$ cat config.mk
export PLATFORM = sky130hd
export DESIGN_NAME = bogr_div
export DESIGN_NICKNAME = d
export VERILOG_FILES = /design/src/hw/rtl/bogr_pkg.sv /design/src/hw/rtl/bogr_div.sv
export SDC_FILE = /design/constraint.sdc
export NUM_CORES = 1
export LEC_CHECK = 0
export BUFFER_PORTS_ARGS = -buffer_cell sky130_fd_sc_hd__clkbuf_2
export CAP_MARGIN = 5
export CORE_MARGIN = 2
export CORE_UTILIZATION = 25
export CTS_CLUSTER_DIAMETER = 40
export DETAILED_ROUTE_END_ITERATION = 8
export SETUP_SLACK_MARGIN = 0.2
export SLEW_MARGIN = 20
export SYNTH_ARGS = -nofsm -noshare
export SYNTH_HDL_FRONTEND = slang
export SYNTH_SLANG_ARGS = --single-unit
$ cat constraint.sdc
create_clock -name clk -period 4.8 [get_ports clk]
set_input_delay 0.24 -clock clk [delete_from_list [all_inputs] [get_ports clk]]
set_output_delay 0.24 -clock clk [all_outputs]
set_load 0.02 [all_outputs]
$ cat src/hw/rtl/bogr_pkg.sv
package bogr_pkg;
  localparam int MAX_BOXES_DEF = 64;
  localparam int MAX_CELLS_DEF = 1024;
  localparam int COORD_W = 24;
  localparam int EXT_W = 23;
  localparam int WIDE_W = 40;
  localparam logic signed [WIDE_W-1:0] BOUND_INIT = 40'sd159984;
  localparam logic [1:0] CMD_CLEAR = 2'd0;
  localparam logic [1:0] CMD_ADD = 2'd1;
  localparam logic [1:0] CMD_QUERY = 2'd2;
  localparam logic [1:0] CMD_UNUSED = 2'd3;
  localparam logic [1:0] ST_OK = 2'd0;
  localparam logic [1:0] ST_FULL = 2'd1;
  localparam logic [1:0] ST_ROW = 2'd2;
  localparam logic REG_CELL_EDGE = 1'b0;
  localparam logic REG_MARGIN = 1'b1;

  function automatic logic signed [COORD_W-1:0] sat_coord(input logic signed [WIDE_W-1:0] v);
    logic signed [COORD_W-1:0] r;
    if (v < -40'sd8388608) r = -24'sd8388608;
    else if (v > 40'sd8388607) r = 24'sd8388607;
    else r = v[COORD_W-1:0];
    return r;
  endfunction
endpackage

$ cat src/hw/rtl/bogr_div.sv
// Restoring divider: span / cell edge, one quotient bit a cycle, saturated.
module bogr_div #(
  parameter int MAX_CELLS = bogr_pkg::MAX_CELLS_DEF
) (
  input  logic clk,
  input  logic rst,
  input  logic go,
  input  logic signed [bogr_pkg::WIDE_W-1:0] span,
  input  logic [15:0] divisor,
  output logic done,
  output logic [$clog2(MAX_CELLS+1)-1:0] count
);
  localparam int CW = $clog2(MAX_CELLS+1);
  localparam int SW = bogr_pkg::WIDE_W;
  localparam int QW = $clog2(MAX_CELLS) + 2;
  localparam int SH = 16;
  // Quotient needs SW bits at worst; count above MAX saturates so compute
  // in a reduced form: numerator chopped to QW+SH bits plus overflow flag.
  localparam int NW = QW + SH;
  logic [NW-1:0] rem;
  logic [NW-1:0] num;
  logic [QW-1:0] quo;
  logic [$clog2(NW+1)-1:0] step;
  logic busy, over, neg;
  logic [NW:0] trial;

  assign trial = {rem[NW-2:0], num[NW-1]} - {{(NW-15){1'b0}}, divisor};

  always_ff @(posedge clk) begin
    if (rst) begin
      busy <= 1'b0;
      done <= 1'b0;
    end else begin
      done <= 1'b0;
      if (go) begin
        busy <= 1'b1;
        neg  <= span < 0;
        over <= span[SW-1:NW] != '0 && span >= 0;
        num  <= span[NW-1:0];
        rem  <= '0;
        quo  <= '0;
        step <= '0;
      end else if (busy) begin
        // shift one numerator bit, subtract where it fits
        num <= {num[NW-2:0], 1'b0};
        if (!trial[NW]) begin
          rem <= trial[NW-1:0];
          quo <= {quo[QW-2:0], 1'b1} | {QW{quo[QW-1]}} & {QW{1'b1}};
        end else begin
          rem <= {rem[NW-2:0], num[NW-1]};
          quo <= {quo[QW-2:0], 1'b0} | {QW{quo[QW-1]}};
        end
        step <= step + 1'b1;
        if (step == ($clog2(NW+1))'(NW-1)) begin
          busy <= 1'b0;
          done <= 1'b1;
        end
      end
    end
  end

  always_comb begin
    if (neg) count = '0;
    else if (over || quo >= QW'(MAX_CELLS)) count = CW'(MAX_CELLS);
    else count = quo[CW-1:0];
  end
endmodule

==> results of run 1 <==
## power breakdown
group          internal (mW)  total (mW)  leakage (nW)  switching [mW]
Sequential             0.794       0.820         0.732          0.0261
Clock                  0.406       0.696         0.148           0.291
Combinational          0.146       0.331          1.20           0.185
Total                   1.35        1.85          2.08           0.501
## cells in the mapped netlist (6+ instances only)
cell type	count
sky130_fd_sc_hd__inv_1	22
sky130_fd_sc_hd__ha_1	17
sky130_fd_sc_hd__nor3_1	9
sky130_fd_sc_hd__or3_1	6
sky130_fd_sc_hd__nand2_1	35
sky130_fd_sc_hd__a21oi_1	32
sky130_fd_sc_hd__and2_1	12
sky130_fd_sc_hd__nor4_1	6
sky130_fd_sc_hd__mux2_2	29
sky130_fd_sc_hd__edfxtp_1	74
sky130_fd_sc_hd__nand4_1	6
sky130_fd_sc_hd__nor2b_1	7
sky130_fd_sc_hd__nor2_1	52
sky130_fd_sc_hd__nand3_1	7
sky130_fd_sc_hd__clkbuf_1	14
sky130_fd_sc_hd__xnor2_1	13
sky130_fd_sc_hd__o21ai_0	7
## kinds of logic (layout without fill, tap and decap cells)
logic type | count (synthesis) | after routing
AOI/OAI and AO/OA | 76 | 76
DFF | 76 | 76
adders and majority gates | 18 | 18
muxes | 31 | 31
and+or+nand+nor | 157 | 157
buffers and inverters | 43 | 112
xor gates and xnor gates | 18 | 18
## metal layers
| metal | wire length, microns | share of wire | global-route usage | up-vias |
|---|---|---|---|---|
| met5 | 13 | 0.0013 | 0 | - |
| li1 | - | - | - | 1648 |
| met2 | 4630 | 0.48 | 0.180 | 102 |
| met3 | 695 | 0.072 | 0.0460 | 13 |
| met4 | 120 | 0.012 | 0.0278 | 2 |
| met1 | 4240 | 0.44 | 0.129 | 1606 |
## state kept, by name, summed over array words and instances, names as in the netlist
register and cells:
num 28, rem 27, quo 12, step 5
busy 1, done 1, neg 1, over 1
## critical path, cell delays in order, from the launching register on
cell and delay (ps):
sky130_fd_sc_hd__edfxtp_1 350, sky130_fd_sc_hd__inv_1 50, sky130_fd_sc_hd__ha_1 190, sky130_fd_sc_hd__fa_1 420, sky130_fd_sc_hd__nor2b_1 190, sky130_fd_sc_hd__o2111ai_1 170
sky130_fd_sc_hd__a21oi_1 290, sky130_fd_sc_hd__nor3_1 150, sky130_fd_sc_hd__o31a_2 520, sky130_fd_sc_hd__or4_1 510, sky130_fd_sc_hd__a21oi_1 140
## stage by stage
stage | worst slack (ps) | area, sq um | hold WS, ps
floorplan | 451 | 4480 | 319
global placement | 1750 | 5050 | 444
detailed placement | 1700 | 5050 | 438
CTS | 1650 | 5350 | 69.5
global route | 1430 | 5350 | 61.7
finish | 1670 | 5350 | 88.5
## area by class of cell
class / count / share of cell area
sequential: 76 / 0.423
multi-input combinational: 300 / 0.383
timing repair buffer: 74 / 0.0710
tap: 225 / 0.0526
clock buffer: 9 / 0.0421
inverter: 22 / 0.0154
clock inverter: 7 / 0.0138
## path summary, 6_finish.rpt
| kind | start | end | slack (ps) | cells after the start |
|---|---|---|---|---|
| max | num[27] | rem[17] | 1670 | 10 |
| min | span[39] | neg | 90 | 1 |
| max reg2reg | num[27] | rem[17] | 1670 | 10 |
| min reg2reg | busy | done | 490 | 1 |
==> qor.json, run 1 <==
{
  "min_path": {
    "min_path_type": "in2reg"
  },
  "timing": {
    "final.setup_skew_ps": 8.71,
    "max_transition_margin": 0.373,
    "max_slew_vio_count": 0,
    "fmaxAchievable_mhz": 320,
    "layout_worst_path_cycle_share": 0.652,
    "rsz0062_at_grt": "no",
    "tns_ps": 0,
    "crit_path_time_final_ps": 3130,
    "setup_viol": 0,
    "report.final.hold_viol_count": 0,
    "transition_time_at_the_pin_with_the_least_slew_margin_ps": 938
  },
  "clock_network": {
    "cts-buffers-inserted": 9,
    "cts_sinks": 76,
    "post-cts-setup-buffer-count": 0,
    "ctsLongestPathBuffers": 2,
    "cts.htree.levels": 3,
    "clock_transition_time_at_the_flip_flop_clock_pins_of_the_worst_setup_and_hold_paths_ps": 60,
    "clock_insertion_delay_worst_skew_ps": 350,
    "clk_root_buffer_cell": "sky130_fd_sc_hd__clkbuf_16",
    "cts_tree": "done",
    "hold_buffers": 0,
    "post_cts.resized_instances": 0
  },
  "setup_path": {
    "critPathMaxFanout": 15,
    "worstPathArrival_ps": 3310,
    "timing.critical_path.required_ps": 4980,
    "startpoint_type": "flip-flop",
    "crit_path_end_kind": "flip-flop",
    "setup.worst_path.class": "reg2reg"
  },
  "finish": {
    "layout_common_cells": "sky130_fd_sc_hd__edfxtp_1, sky130_fd_sc_hd__clkbuf_2, sky130_fd_sc_hd__nor2_1",
    "multi_input_comb_area_sq_um": 2050,
    "diodes": 0,
    "design.final.nets": 560,
    "finalCoreUtilization": 0.307,
    "final_cell_count_no_fill": 713,
    "final_layout_size_suffix_gt1_frac": 0.275,
    "final-seq-area_sq_um": 2260,
    "most_frequent_standard_cell_in_the_layout_excluding_fill_and_tap_cells": "sky130_fd_sc_hd__edfxtp_1",
    "layout-area-overhead-vs-synth_pct": 19.6,
    "fill_cells": 1835
  },
  "logic_synthesis": {
    "netlist.area_leader.share": 0.496,
    "muxShareOfSynthArea": 0.0774,
    "edff_count_synth": 74,
    "synth-compound-area-share": 0.117,
    "synth.yosys.warnings": 0,
    "syn_area_per_cell_sq_um": 10.7,
    "main_combinational_cell_family_by_area_after_synthesis": "simple AND/OR/NAND/NOR gates",
    "yosys_most_used_dff": "sky130_fd_sc_hd__edfxtp_1",
    "yosysTopAreaCell": "sky130_fd_sc_hd__edfxtp_1",
    "synth.net_count": 496,
    "ys_seq_area_frac": 0.505,
    "synth_top_cells_by_area": "sky130_fd_sc_hd__edfxtp_1, sky130_fd_sc_hd__mux2_2, sky130_fd_sc_hd__ha_1, sky130_fd_sc_hd__nor2_1, sky130_fd_sc_hd__a21oi_1",
    "async_flop_share": 0,
    "synthAdderAreaFrac": 0.0520,
    "yosys_register_bits": 76,
    "post_synth_xor_area_fraction": 0.0352,
    "postSynthCellCount": 419,
    "post_synth_and_or_nand_nor_area_fraction": 0.173,
    "mappedNetlistArea_sq_um": 4480,
    "synth_cell_type_count": 54
  },
  "die": {
    "io_pins": 71,
    "start_util": 0.257,
    "die-area_sq_um": 19000,
    "fp.dieW_microns": 138,
    "floorplan.core_area_sq_um": 17400,
    "chipHeight_microns": 138,
    "placementRows": 48
  },
  "routing": {
    "routed_via_density": 4.73,
    "drc": 0,
    "antenna_violating_nets_post_route": 0,
    "dr.first_iter.drc_count": 155,
    "drt_pre_antenna_iters": 4,
    "drt_wl_total_microns": 9700,
    "routed_wire_length_per_instance_microns": 13.6,
    "vias": 3371
  },
  "placement": {
    "hpwlAfterDp_microns": 6580,
    "place.gp.congestion": 0.825,
    "numPlacedInstances": 697,
    "port-buffer-count": 70
  },
  "global_routing": {
    "grt_pass1_wl_microns": 15900,
    "grtUsageTotal": 0.108,
    "grt_remaining_overflow": 0,
    "grt_max_degree": 78,
    "grt_pass1_vias": 3343,
    "antenna_found_initial": 1
  },
  "outcome": {
    "outcome": "finished, final reports clean"
  },
  "power": {
    "ir_worst_vdd_uv": 180,
    "power_per_cell_area_nw_per_um2": 345,
    "p_leak_nw": 2.08,
    "p_total_mw": 1.85
  },
  "job": {
    "cap_viol_max_count": 0
  }
}
Note: power is estimated with default switching activity, not from simulation.
==> run 2, diff against run 1 <==
--- a/config.mk
+++ b/config.mk
@@ -5,6 +5,7 @@
 export SDC_FILE = /design/constraint.sdc
 export NUM_CORES = 1
 export LEC_CHECK = 0
+export ABC_AREA = 1
 export BUFFER_PORTS_ARGS = -buffer_cell sky130_fd_sc_hd__clkbuf_2
 export CAP_MARGIN = 5
 export CORE_MARGIN = 2
==> constraint.sdc (replaced) <==
create_clock -name clk -period 2.61 [get_ports clk]
set_input_delay 0.1305 -clock clk [delete_from_list [all_inputs] [get_ports clk]]
set_output_delay 0.1305 -clock clk [all_outputs]
set_load 0.02 [all_outputs]
==> qor.json, run 2 <==
{
  "outcome": {
    "outcome": {"value": "finished, final reports clean", "change": "unchanged"}
  },
  "setup_path": {
    "critPathTopFamily": {"value": "simple AND/OR/NAND/NOR gates", "change": "was compound AO/OA/AOI/OAI gates"},
    "series_of_cell_instances_along_the_critical_path": {"value": "ha_1, nand2_2, inv_1, a21oi_2, nand2_1, nor2_4, nand2_8, buf_4, o21ai_0, nor2_1", "change": "was inv_1, ha_1, fa_1, nor2b_1, o2111ai_1, a21oi_1, nor3_1, o31a_2, or4_1, a21oi_1"},
    "critPathMaxFanout": {"value": 10, "change": "was 15"},
    "r2r-start": {"value": "rem[13]", "change": "was num[27]"},
    "r2r.worst_path.cells": {"value": 10, "change": "unchanged"},
    "setup.worst_path.class": {"value": "reg2reg", "change": "unchanged"},
    "timing.critical_path.required": {"value": 2700, "unit": "ps", "change": "was 4980 ps"},
    "worst_path_max_delay_cell": {"value": "sky130_fd_sc_hd__edfxtp_1", "change": "was sky130_fd_sc_hd__o31a_2"},
    "worstPathArrival": {"value": 2330, "unit": "ps", "change": "was 3310 ps"},
    "crit_path_end_kind": {"value": "flip-flop", "change": "unchanged"},
    "r2r_slack": {"value": 370, "unit": "ps", "change": "was 1670 ps"},
    "cp.buffers_inverters": {"value": 2, "change": "was 1"},
    "worst_path_largest_cell_delay": {"value": 400, "unit": "ps", "change": "was 520 ps"},
    "worst_r2r_endpoint": {"value": "rem[14]", "change": "was rem[17]"},
    "startpoint_type": {"value": "flip-flop", "change": "unchanged"}
  },
  "placement": {
    "port-buffer-count": {"value": 70, "change": "unchanged"},
    "place.gp.congestion": {"value": 0.919, "change": "was 0.825"},
    "placement.cell_area": {"value": 5650, "unit": "sq um", "change": "was 5050 sq um"},
    "hpwlAfterDp": {"value": 9500, "unit": "microns", "change": "was 6580 microns"}
  },
  "logic_synthesis": {
    "netlist.area_leader.share": {"value": 0.444, "change": "was 0.496"},
    "edff_count_synth": {"value": 74, "change": "unchanged"},
    "synth.yosys.warnings": {"value": 0, "change": "unchanged"},
    "synth_top_cells_by_area": {"value": "sky130_fd_sc_hd__edfxtp_1, sky130_fd_sc_hd__nand2_1, sky130_fd_sc_hd__inv_1, sky130_fd_sc_hd__nor2_1, sky130_fd_sc_hd__ha_1", "change": "was sky130_fd_sc_hd__edfxtp_1, sky130_fd_sc_hd__mux2_2, sky130_fd_sc_hd__ha_1, sky130_fd_sc_hd__nor2_1, sky130_fd_sc_hd__a21oi_1"},
    "async_flop_share": {"value": 0, "change": "unchanged"},
    "yosys_register_bits": {"value": 76, "change": "unchanged"},
    "ys_seq_area_frac": {"value": 0.452, "change": "was 0.505"},
    "synth_cell_type_count": {"value": 35, "change": "was 54"},
    "synth.most_common_cell": {"value": "sky130_fd_sc_hd__nand2_1", "change": "was sky130_fd_sc_hd__edfxtp_1"},
    "synth.net_count": {"value": 774, "change": "was 496"},
    "top_cell_types_by_occurrence_after_synthesis": {"value": "sky130_fd_sc_hd__nand2_1, sky130_fd_sc_hd__inv_1, sky130_fd_sc_hd__nor2_1", "change": "was sky130_fd_sc_hd__edfxtp_1, sky130_fd_sc_hd__nor2_1, sky130_fd_sc_hd__nand2_1"},
    "syn_area_per_cell": {"value": 7.19, "unit": "sq um", "change": "was 10.7 sq um"},
    "mappedNetlistArea": {"value": 5010, "unit": "sq um", "change": "was 4480 sq um"},
    "yosysTopAreaCell": {"value": "sky130_fd_sc_hd__edfxtp_1", "change": "unchanged"},
    "postSynthCellCount": {"value": 697, "change": "was 419"},
    "yosys_most_used_dff": {"value": "sky130_fd_sc_hd__edfxtp_1", "change": "unchanged"}
  },
  "finish": {
    "diodes": {"value": 0, "change": "unchanged"},
    "design.final.nets": {"value": 851, "change": "was 560"},
    "biggestRegsByFlops": {"value": "num x28, rem x27, quo x12", "change": "unchanged"},
    "finalCoreUtilization": {"value": 0.308, "change": "was 0.307"},
    "final-seq-area": {"value": 2260, "unit": "sq um", "change": "unchanged"},
    "layout-area-overhead-vs-synth": {"value": 20.5, "unit": "%", "change": "was 19.6%"},
    "multi_input_comb_area": {"value": 2260, "unit": "sq um", "change": "was 2050 sq um"},
    "fill_cells": {"value": 2147, "change": "was 1835"},
    "layout_common_cells": {"value": "sky130_fd_sc_hd__nand2_1, sky130_fd_sc_hd__inv_1, sky130_fd_sc_hd__nor2_1", "change": "was sky130_fd_sc_hd__edfxtp_1, sky130_fd_sc_hd__clkbuf_2, sky130_fd_sc_hd__nor2_1"},
    "final_layout_size_suffix_gt1_frac": {"value": 0.144, "change": "was 0.275"},
    "max_flop_register": {"value": "num", "change": "unchanged"},
    "postLayoutCellArea": {"value": 6030, "unit": "sq um", "change": "was 5350 sq um"},
    "largest_register_ff_count": {"value": 28, "change": "unchanged"},
    "most_frequent_standard_cell_in_the_layout_excluding_fill_and_tap_cells": {"value": "sky130_fd_sc_hd__nand2_1", "change": "was sky130_fd_sc_hd__edfxtp_1"}
  },
  "die": {
    "start_util": {"value": 0.256, "change": "was 0.257"},
    "floorplan.core_area": {"value": 19600, "unit": "sq um", "change": "was 17400 sq um"},
    "placementRows": {"value": 51, "change": "was 48"},
    "die-area": {"value": 21200, "unit": "sq um", "change": "was 19000 sq um"},
    "chipHeight": {"value": 146, "unit": "microns", "change": "was 138 microns"},
    "fp.dieW": {"value": 146, "unit": "microns", "change": "was 138 microns"},
    "io_pins": {"value": 71, "change": "unchanged"}
  },
  "timing": {
    "layout_worst_path_cycle_share": {"value": 0.857, "change": "was 0.652"},
    "fmaxAchievable": {"value": 447, "unit": "MHz", "change": "was 320 MHz"},
    "final.setup_skew": {"value": 7.07, "unit": "ps", "change": "was 8.71 ps"},
    "crit_path_time_final": {"value": 2240, "unit": "ps", "change": "was 3130 ps"},
    "rsz0062_at_grt": {"value": "no", "change": "unchanged"},
    "max_transition_margin": {"value": 0.535, "change": "was 0.373"},
    "report.final.hold_viol_count": {"value": 0, "change": "unchanged"},
    "max_slew_vio_count": {"value": 0, "change": "unchanged"},
    "transition_time_at_the_pin_with_the_least_slew_margin": {"value": 697, "unit": "ps", "change": "was 938 ps"},
    "tns": {"value": 0, "unit": "ps", "change": "unchanged"},
    "setup_viol": {"value": 0, "change": "unchanged"}
  },
  "clock_network": {
    "cts.htree.levels": {"value": 3, "change": "unchanged"},
    "ctsLongestPathBuffers": {"value": 2, "change": "unchanged"},
    "cts_tree": {"value": "done", "change": "unchanged"},
    "clock_transition_time_at_the_flip_flop_clock_pins_of_the_worst_setup_and_hold_paths": {"value": 60, "unit": "ps", "change": "about the same"},
    "clk_root_buffer_cell": {"value": "sky130_fd_sc_hd__clkbuf_16", "change": "unchanged"},
    "clock_insertion_delay_worst_skew": {"value": 340, "unit": "ps", "change": "was 350 ps"},
    "cts_sinks": {"value": 76, "change": "unchanged"},
    "cts-buffers-inserted": {"value": 9, "change": "unchanged"}
  },
  "global_routing": {
    "grt_max_degree": {"value": 55, "change": "was 78"},
    "grt_pass1_wl": {"value": 21200, "unit": "microns", "change": "was 15900 microns"},
    "grt_pass1_vias": {"value": 4284, "change": "was 3343"},
    "antenna_found_initial": {"value": 0, "change": "was 1"},
    "grtUsageTotal": {"value": 0.123, "change": "was 0.108"},
    "grt_remaining_overflow": {"value": 0, "change": "unchanged"}
  },
  "power": {
    "p_leak": {"value": 3.02, "unit": "nW", "change": "was 2.08 nW"},
    "power_per_cell_area": {"value": 597, "unit": "nW/um^2", "change": "was 345 nW/um^2"},
    "ir_worst_vdd": {"value": 335, "unit": "uV", "change": "was 180 uV"}
  },
  "routing": {
    "routed_wire_length_per_instance": {"value": 12.2, "unit": "microns", "change": "was 13.6 microns"},
    "dr.first_iter.drc_count": {"value": 250, "change": "was 155"},
    "routed_via_density": {"value": 4.24, "change": "was 4.73"},
    "drt_wl_total": {"value": 12800, "unit": "microns", "change": "was 9700 microns"},
    "vias": {"value": 4424, "change": "was 3371"},
    "drt_pre_antenna_iters": {"value": 5, "change": "was 4"},
    "drc": {"value": 0, "change": "unchanged"},
    "antenna_violating_nets_post_route": {"value": 0, "change": "unchanged"}
  },
  "min_path": {
    "hold_path_depth": {"value": 3, "change": "was 1"},
    "whs_endpoint": {"value": "num[0]", "change": "was neg"},
    "hold_path.startpoint": {"value": "span[0]", "change": "was span[39]"},
    "min_path_type": {"value": "in2reg", "change": "unchanged"}
  },
  "job": {
    "cap_viol_max_count": {"value": 0, "change": "unchanged"}
  }
}
==> run 2: worst max path at each step <==
stage	from	to	slack, ps	cells after the start
after floorplan	go	num[0]	220	4
after global placement	num[27]	rem[11]	240	13
after detailed placement	num[27]	rem[11]	140	13
after CTS	num[27]	rem[11]	220	13
after global routing	num[27]	rem[15]	210	13
final	rem[13]	rem[14]	370	10
==> run 2: cells by family (layout without fill, tap and decap cells) <==
| family | Yosys count | in the layout | synth area share |
|---|---|---|---|
| AOI/OAI and AO/OA | 36 | 36 | 0.0372 |
| DFF | 76 | 76 | 0.452 |
| and+or+nand+nor | 422 | 423 | 0.337 |
| xor gates and xnor gates | 12 | 12 | 0.0210 |
| adders and majority gates | 18 | 18 | 0.0465 |
| buffers and inverters | 133 | 214 | 0.107 |
==> run 2: power breakdown <==
group | internal [mW] | switching, mW | leakage [nW] | total, mW
Sequential | 1.47 | 0.0504 | 0.738 | 1.52
Clock | 0.756 | 0.546 | 0.145 | 1.30
Combinational | 0.269 | 0.512 | 2.14 | 0.781
Total | 2.50 | 1.11 | 3.02 | 3.60
==> run 2: what timing repair did <==
action                     CTS  global route
setup endpoints to repair   12            15
gates resized for setup      1             5
gates cloned                 0             1
setup buffers                0             4
pin swaps                    0             1
hold buffers                 1             0
hold endpoints to repair     1             0
==> run 2: cell type report <==
class | instances | share of cell area
Inverter | 118 | 0.0738
Sequential cell | 76 | 0.375
Clock buffer | 9 | 0.0373
Multi-Input combinational cell | 489 | 0.374
Clock inverter | 7 | 0.0137
Tap cell | 265 | 0.0549
Timing Repair Buffer | 80 | 0.0709
==> run 2: tightest hold or removal path, cell delays in order <==
cell                       delay (ps)
sky130_fd_sc_hd__clkbuf_2          70
sky130_fd_sc_hd__nand2_1           40
sky130_fd_sc_hd__inv_1             40
==> run 2: through the flow <==
stage	hold slack [ps]	worst slack [ps]	power [mW]	std cells
finish	47.4	373	3.60	1044
global route	61.0	206	3.82	1044
CTS	38.7	218	3.64	1039
detailed placement	336	138	2.32	1022
global placement	329	241	2.32	1022
floorplan	229	220	2.09	697
==> run 2: routing by layer <==
metal | up-vias | track usage | share of wire
li1 | 2313 | - | -
met4 | 0 | 0.0343 | 0.017
met5 | - | 0 | 0
met2 | 125 | 0.190 | 0.43
met1 | 1969 | 0.175 | 0.49
met3 | 17 | 0.0266 | 0.059
==> run 3, diff against run 2 <==
==> constraint.sdc (replaced) <==
create_clock -name clk -period 2.1 [get_ports clk]
set_input_delay 0.105 -clock clk [delete_from_list [all_inputs] [get_ports clk]]
set_output_delay 0.105 -clock clk [all_outputs]
set_load 0.02 [all_outputs]
==> qor.json, run 3 (synthesis results as in run 2) <==
{
  "outcome": {
    "outcome": {"value": "finished, final reports clean", "change": "unchanged"}
  },
  "timing": {
    "max_slew_vio_count": {"value": 0, "change": "unchanged"},
    "transition_time_at_the_pin_with_the_least_slew_margin": {"value": 555, "unit": "ps", "change": "was 697 ps"},
    "max_transition_margin": {"value": 0.630, "change": "was 0.535"},
    "layout_worst_path_cycle_share": {"value": 0.973, "change": "was 0.857"},
    "setup_viol": {"value": 0, "change": "unchanged"},
    "tns": {"value": 0, "unit": "ps", "change": "unchanged"},
    "timing.hold.ws": {"value": 17.9, "unit": "ps", "change": "was 47.4 ps"},
    "report.final.hold_viol_count": {"value": 0, "change": "unchanged"},
    "fmaxAchievable": {"value": 490, "unit": "MHz", "change": "was 447 MHz"},
    "rsz0062_at_grt": {"value": "yes", "change": "was no"},
    "crit_path_time_final": {"value": 2040, "unit": "ps", "change": "was 2240 ps"},
    "final.setup_skew": {"value": 8.27, "unit": "ps", "change": "was 7.07 ps"}
  },
  "finish": {
    "fill_cells": {"value": 2091, "change": "was 2147"},
    "layout_common_cells": {"value": "sky130_fd_sc_hd__nand2_1, sky130_fd_sc_hd__inv_1, sky130_fd_sc_hd__nor2_1", "change": "unchanged"},
    "layout-area-overhead-vs-synth": {"value": 36.0, "unit": "%", "change": "was 20.5%"},
    "design.final.nets": {"value": 892, "change": "was 851"},
    "final_layout_size_suffix_gt1_frac": {"value": 0.293, "change": "was 0.144"},
    "largest_register_ff_count": {"value": 28, "change": "unchanged"},
    "max_flop_register": {"value": "num", "change": "unchanged"},
    "most_frequent_standard_cell_in_the_layout_excluding_fill_and_tap_cells": {"value": "sky130_fd_sc_hd__nand2_1", "change": "unchanged"},
    "diodes": {"value": 0, "change": "unchanged"},
    "biggestRegsByFlops": {"value": "num x28, rem x27, quo x12", "change": "unchanged"}
  },
  "placement": {
    "port-buffer-count": {"value": 70, "change": "unchanged"},
    "hpwlAfterDp": {"value": 9470, "unit": "microns", "change": "was 9500 microns"},
    "place.gp.congestion": {"value": 0.916, "change": "was 0.919"}
  },
  "setup_path": {
    "worstPathArrival": {"value": 2150, "unit": "ps", "change": "was 2330 ps"},
    "crit_path_end_kind": {"value": "flip-flop", "change": "unchanged"},
    "critPathMaxFanout": {"value": 9, "change": "was 10"},
    "setup.worst_path.class": {"value": "reg2reg", "change": "unchanged"},
    "startpoint_type": {"value": "flip-flop", "change": "unchanged"},
    "r2r_slack": {"value": 60, "unit": "ps", "change": "was 370 ps"},
    "timing.critical_path.required": {"value": 2200, "unit": "ps", "change": "was 2700 ps"}
  },
  "power": {
    "p_total": {"value": 4.67, "unit": "mW", "change": "was 3.60 mW"},
    "power_per_cell_area": {"value": 686, "unit": "nW/um^2", "change": "was 597 nW/um^2"},
    "p_leak": {"value": 3.28, "unit": "nW", "change": "was 3.02 nW"},
    "ir_worst_vdd": {"value": 418, "unit": "uV", "change": "was 335 uV"}
  },
  "clock_network": {
    "clk_root_buffer_cell": {"value": "sky130_fd_sc_hd__clkbuf_16", "change": "unchanged"},
    "cts-buffers-inserted": {"value": 9, "change": "unchanged"},
    "cts_tree": {"value": "done", "change": "unchanged"},
    "cts.htree.levels": {"value": 3, "change": "unchanged"},
    "cts_sinks": {"value": 76, "change": "unchanged"},
    "clock_transition_time_at_the_flip_flop_clock_pins_of_the_worst_setup_and_hold_paths": {"value": 60, "unit": "ps", "change": "about the same"},
    "ctsLongestPathBuffers": {"value": 2, "change": "unchanged"},
    "clock_insertion_delay_worst_skew": {"value": 340, "unit": "ps", "change": "about the same"}
  },
  "die": {
    "die-area": {"value": 21200, "unit": "sq um", "change": "unchanged"},
    "fp.dieW": {"value": 146, "unit": "microns", "change": "unchanged"},
    "chipHeight": {"value": 146, "unit": "microns", "change": "unchanged"},
    "placementRows": {"value": 51, "change": "unchanged"},
    "start_util": {"value": 0.256, "change": "unchanged"},
    "io_pins": {"value": 71, "change": "unchanged"},
    "floorplan.core_area": {"value": 19600, "unit": "sq um", "change": "unchanged"}
  },
  "routing": {
    "drc": {"value": 0, "change": "unchanged"},
    "dr.first_iter.drc_count": {"value": 337, "change": "was 250"},
    "drt_pre_antenna_iters": {"value": 4, "change": "was 5"},
    "drt_wl_total": {"value": 13400, "unit": "microns", "change": "was 12800 microns"},
    "antenna_violating_nets_post_route": {"value": 0, "change": "unchanged"},
    "routed_via_density": {"value": 4.28, "change": "was 4.24"},
    "routed_wire_length_per_instance": {"value": 12.3, "unit": "microns", "change": "was 12.2 microns"},
    "vias": {"value": 4642, "change": "was 4424"}
  },
  "global_routing": {
    "grt_max_degree": {"value": 60, "change": "was 55"},
    "grt_pass1_wl": {"value": 21500, "unit": "microns", "change": "was 21200 microns"},
    "grt_pass1_vias": {"value": 4551, "change": "was 4284"},
    "antenna_found_initial": {"value": 0, "change": "unchanged"},
    "grt_remaining_overflow": {"value": 0, "change": "unchanged"},
    "grtUsageTotal": {"value": 0.126, "change": "was 0.123"}
  },
  "job": {
    "cap_viol_max_count": {"value": 0, "change": "unchanged"}
  },
  "min_path": {
    "min_path_type": {"value": "in2reg", "change": "unchanged"}
  }
}
==> run 3: final timing paths <==
check / startpoint / to / depth (start not counted)
hold / removal: span[0] / num[0] / 3
setup reg to reg: rem[7] / rem[5] / 12
hold reg to reg: num[26] / num[27] / 2
setup / recovery: rem[7] / rem[5] / 12
==> run 3: area by class of cell <==
class / instances / area (sq um) / area share
repair buffers: 121 / 779 / 0.114
multi-input cells: 489 / 2710 / 0.398
clock inverters: 7 / 51.3 / 0.00753
flip-flops and latches: 76 / 2260 / 0.332
well taps: 265 / 332 / 0.0487
inverters: 118 / 453 / 0.0665
clock buffers: 9 / 225 / 0.0330
==> run 3: routing by layer <==
layer / vias up / part of all wire / track usage
met5: - / 0 / 0
met4: 0 / 0.016 / 0.0471
met3: 14 / 0.058 / 0.0257
met2: 123 / 0.46 / 0.205
met1: 2099 / 0.47 / 0.166
li1: 2406 / - / -
==> run 3: power by group <==
part | leakage (nW) | switching, mW | total (mW) | internal (mW)
Clock | 0.132 | 0.647 | 1.45 | 0.803
Combinational | 2.41 | 0.770 | 1.33 | 0.555
Sequential | 0.738 | 0.0699 | 1.90 | 1.83
==> run 3: worst max-delay path: stages (launching register included) <==
cell	delay, ps
sky130_fd_sc_hd__edfxtp_1	430
sky130_fd_sc_hd__ha_4	270
sky130_fd_sc_hd__nand2_2	90
sky130_fd_sc_hd__inv_1	70
sky130_fd_sc_hd__nand2_1	100
sky130_fd_sc_hd__inv_1	70
sky130_fd_sc_hd__nand2_1	110
sky130_fd_sc_hd__nand3_4	90
sky130_fd_sc_hd__nand2_4	120
sky130_fd_sc_hd__nand2_8	100
sky130_fd_sc_hd__buf_12	150
sky130_fd_sc_hd__o21ai_0	140
sky130_fd_sc_hd__nor2_1	50
==> run 3: per-stage QoR <==
stage,setup slack (ps),std cells,utilization,area (sq um)
2_1_floorplan,50.8,697,-,5070
3_3_place_gp,12.9,1051,0.302,5910
3_5_place_dp,-8.92,1051,0.302,5910
4_1_cts,45.7,1078,0.334,6540
5_1_grt,-41.3,1085,0.348,6820
6_report,57.2,1085,0.348,6820
==> run 3: what timing repair did <==
| action | 4_1_cts | 5_1_grt |
|---|---|---|
| buffers inserted | 9 | 7 |
| endpoints found under the setup margin | 28 | 38 |
| resized for setup | 48 | 70 |
| cloned | 1 | 0 |
| pin swaps | 9 | 16 |
| hold endpoints to repair | 1 | 0 |
| hold buffers | 1 | 0 |
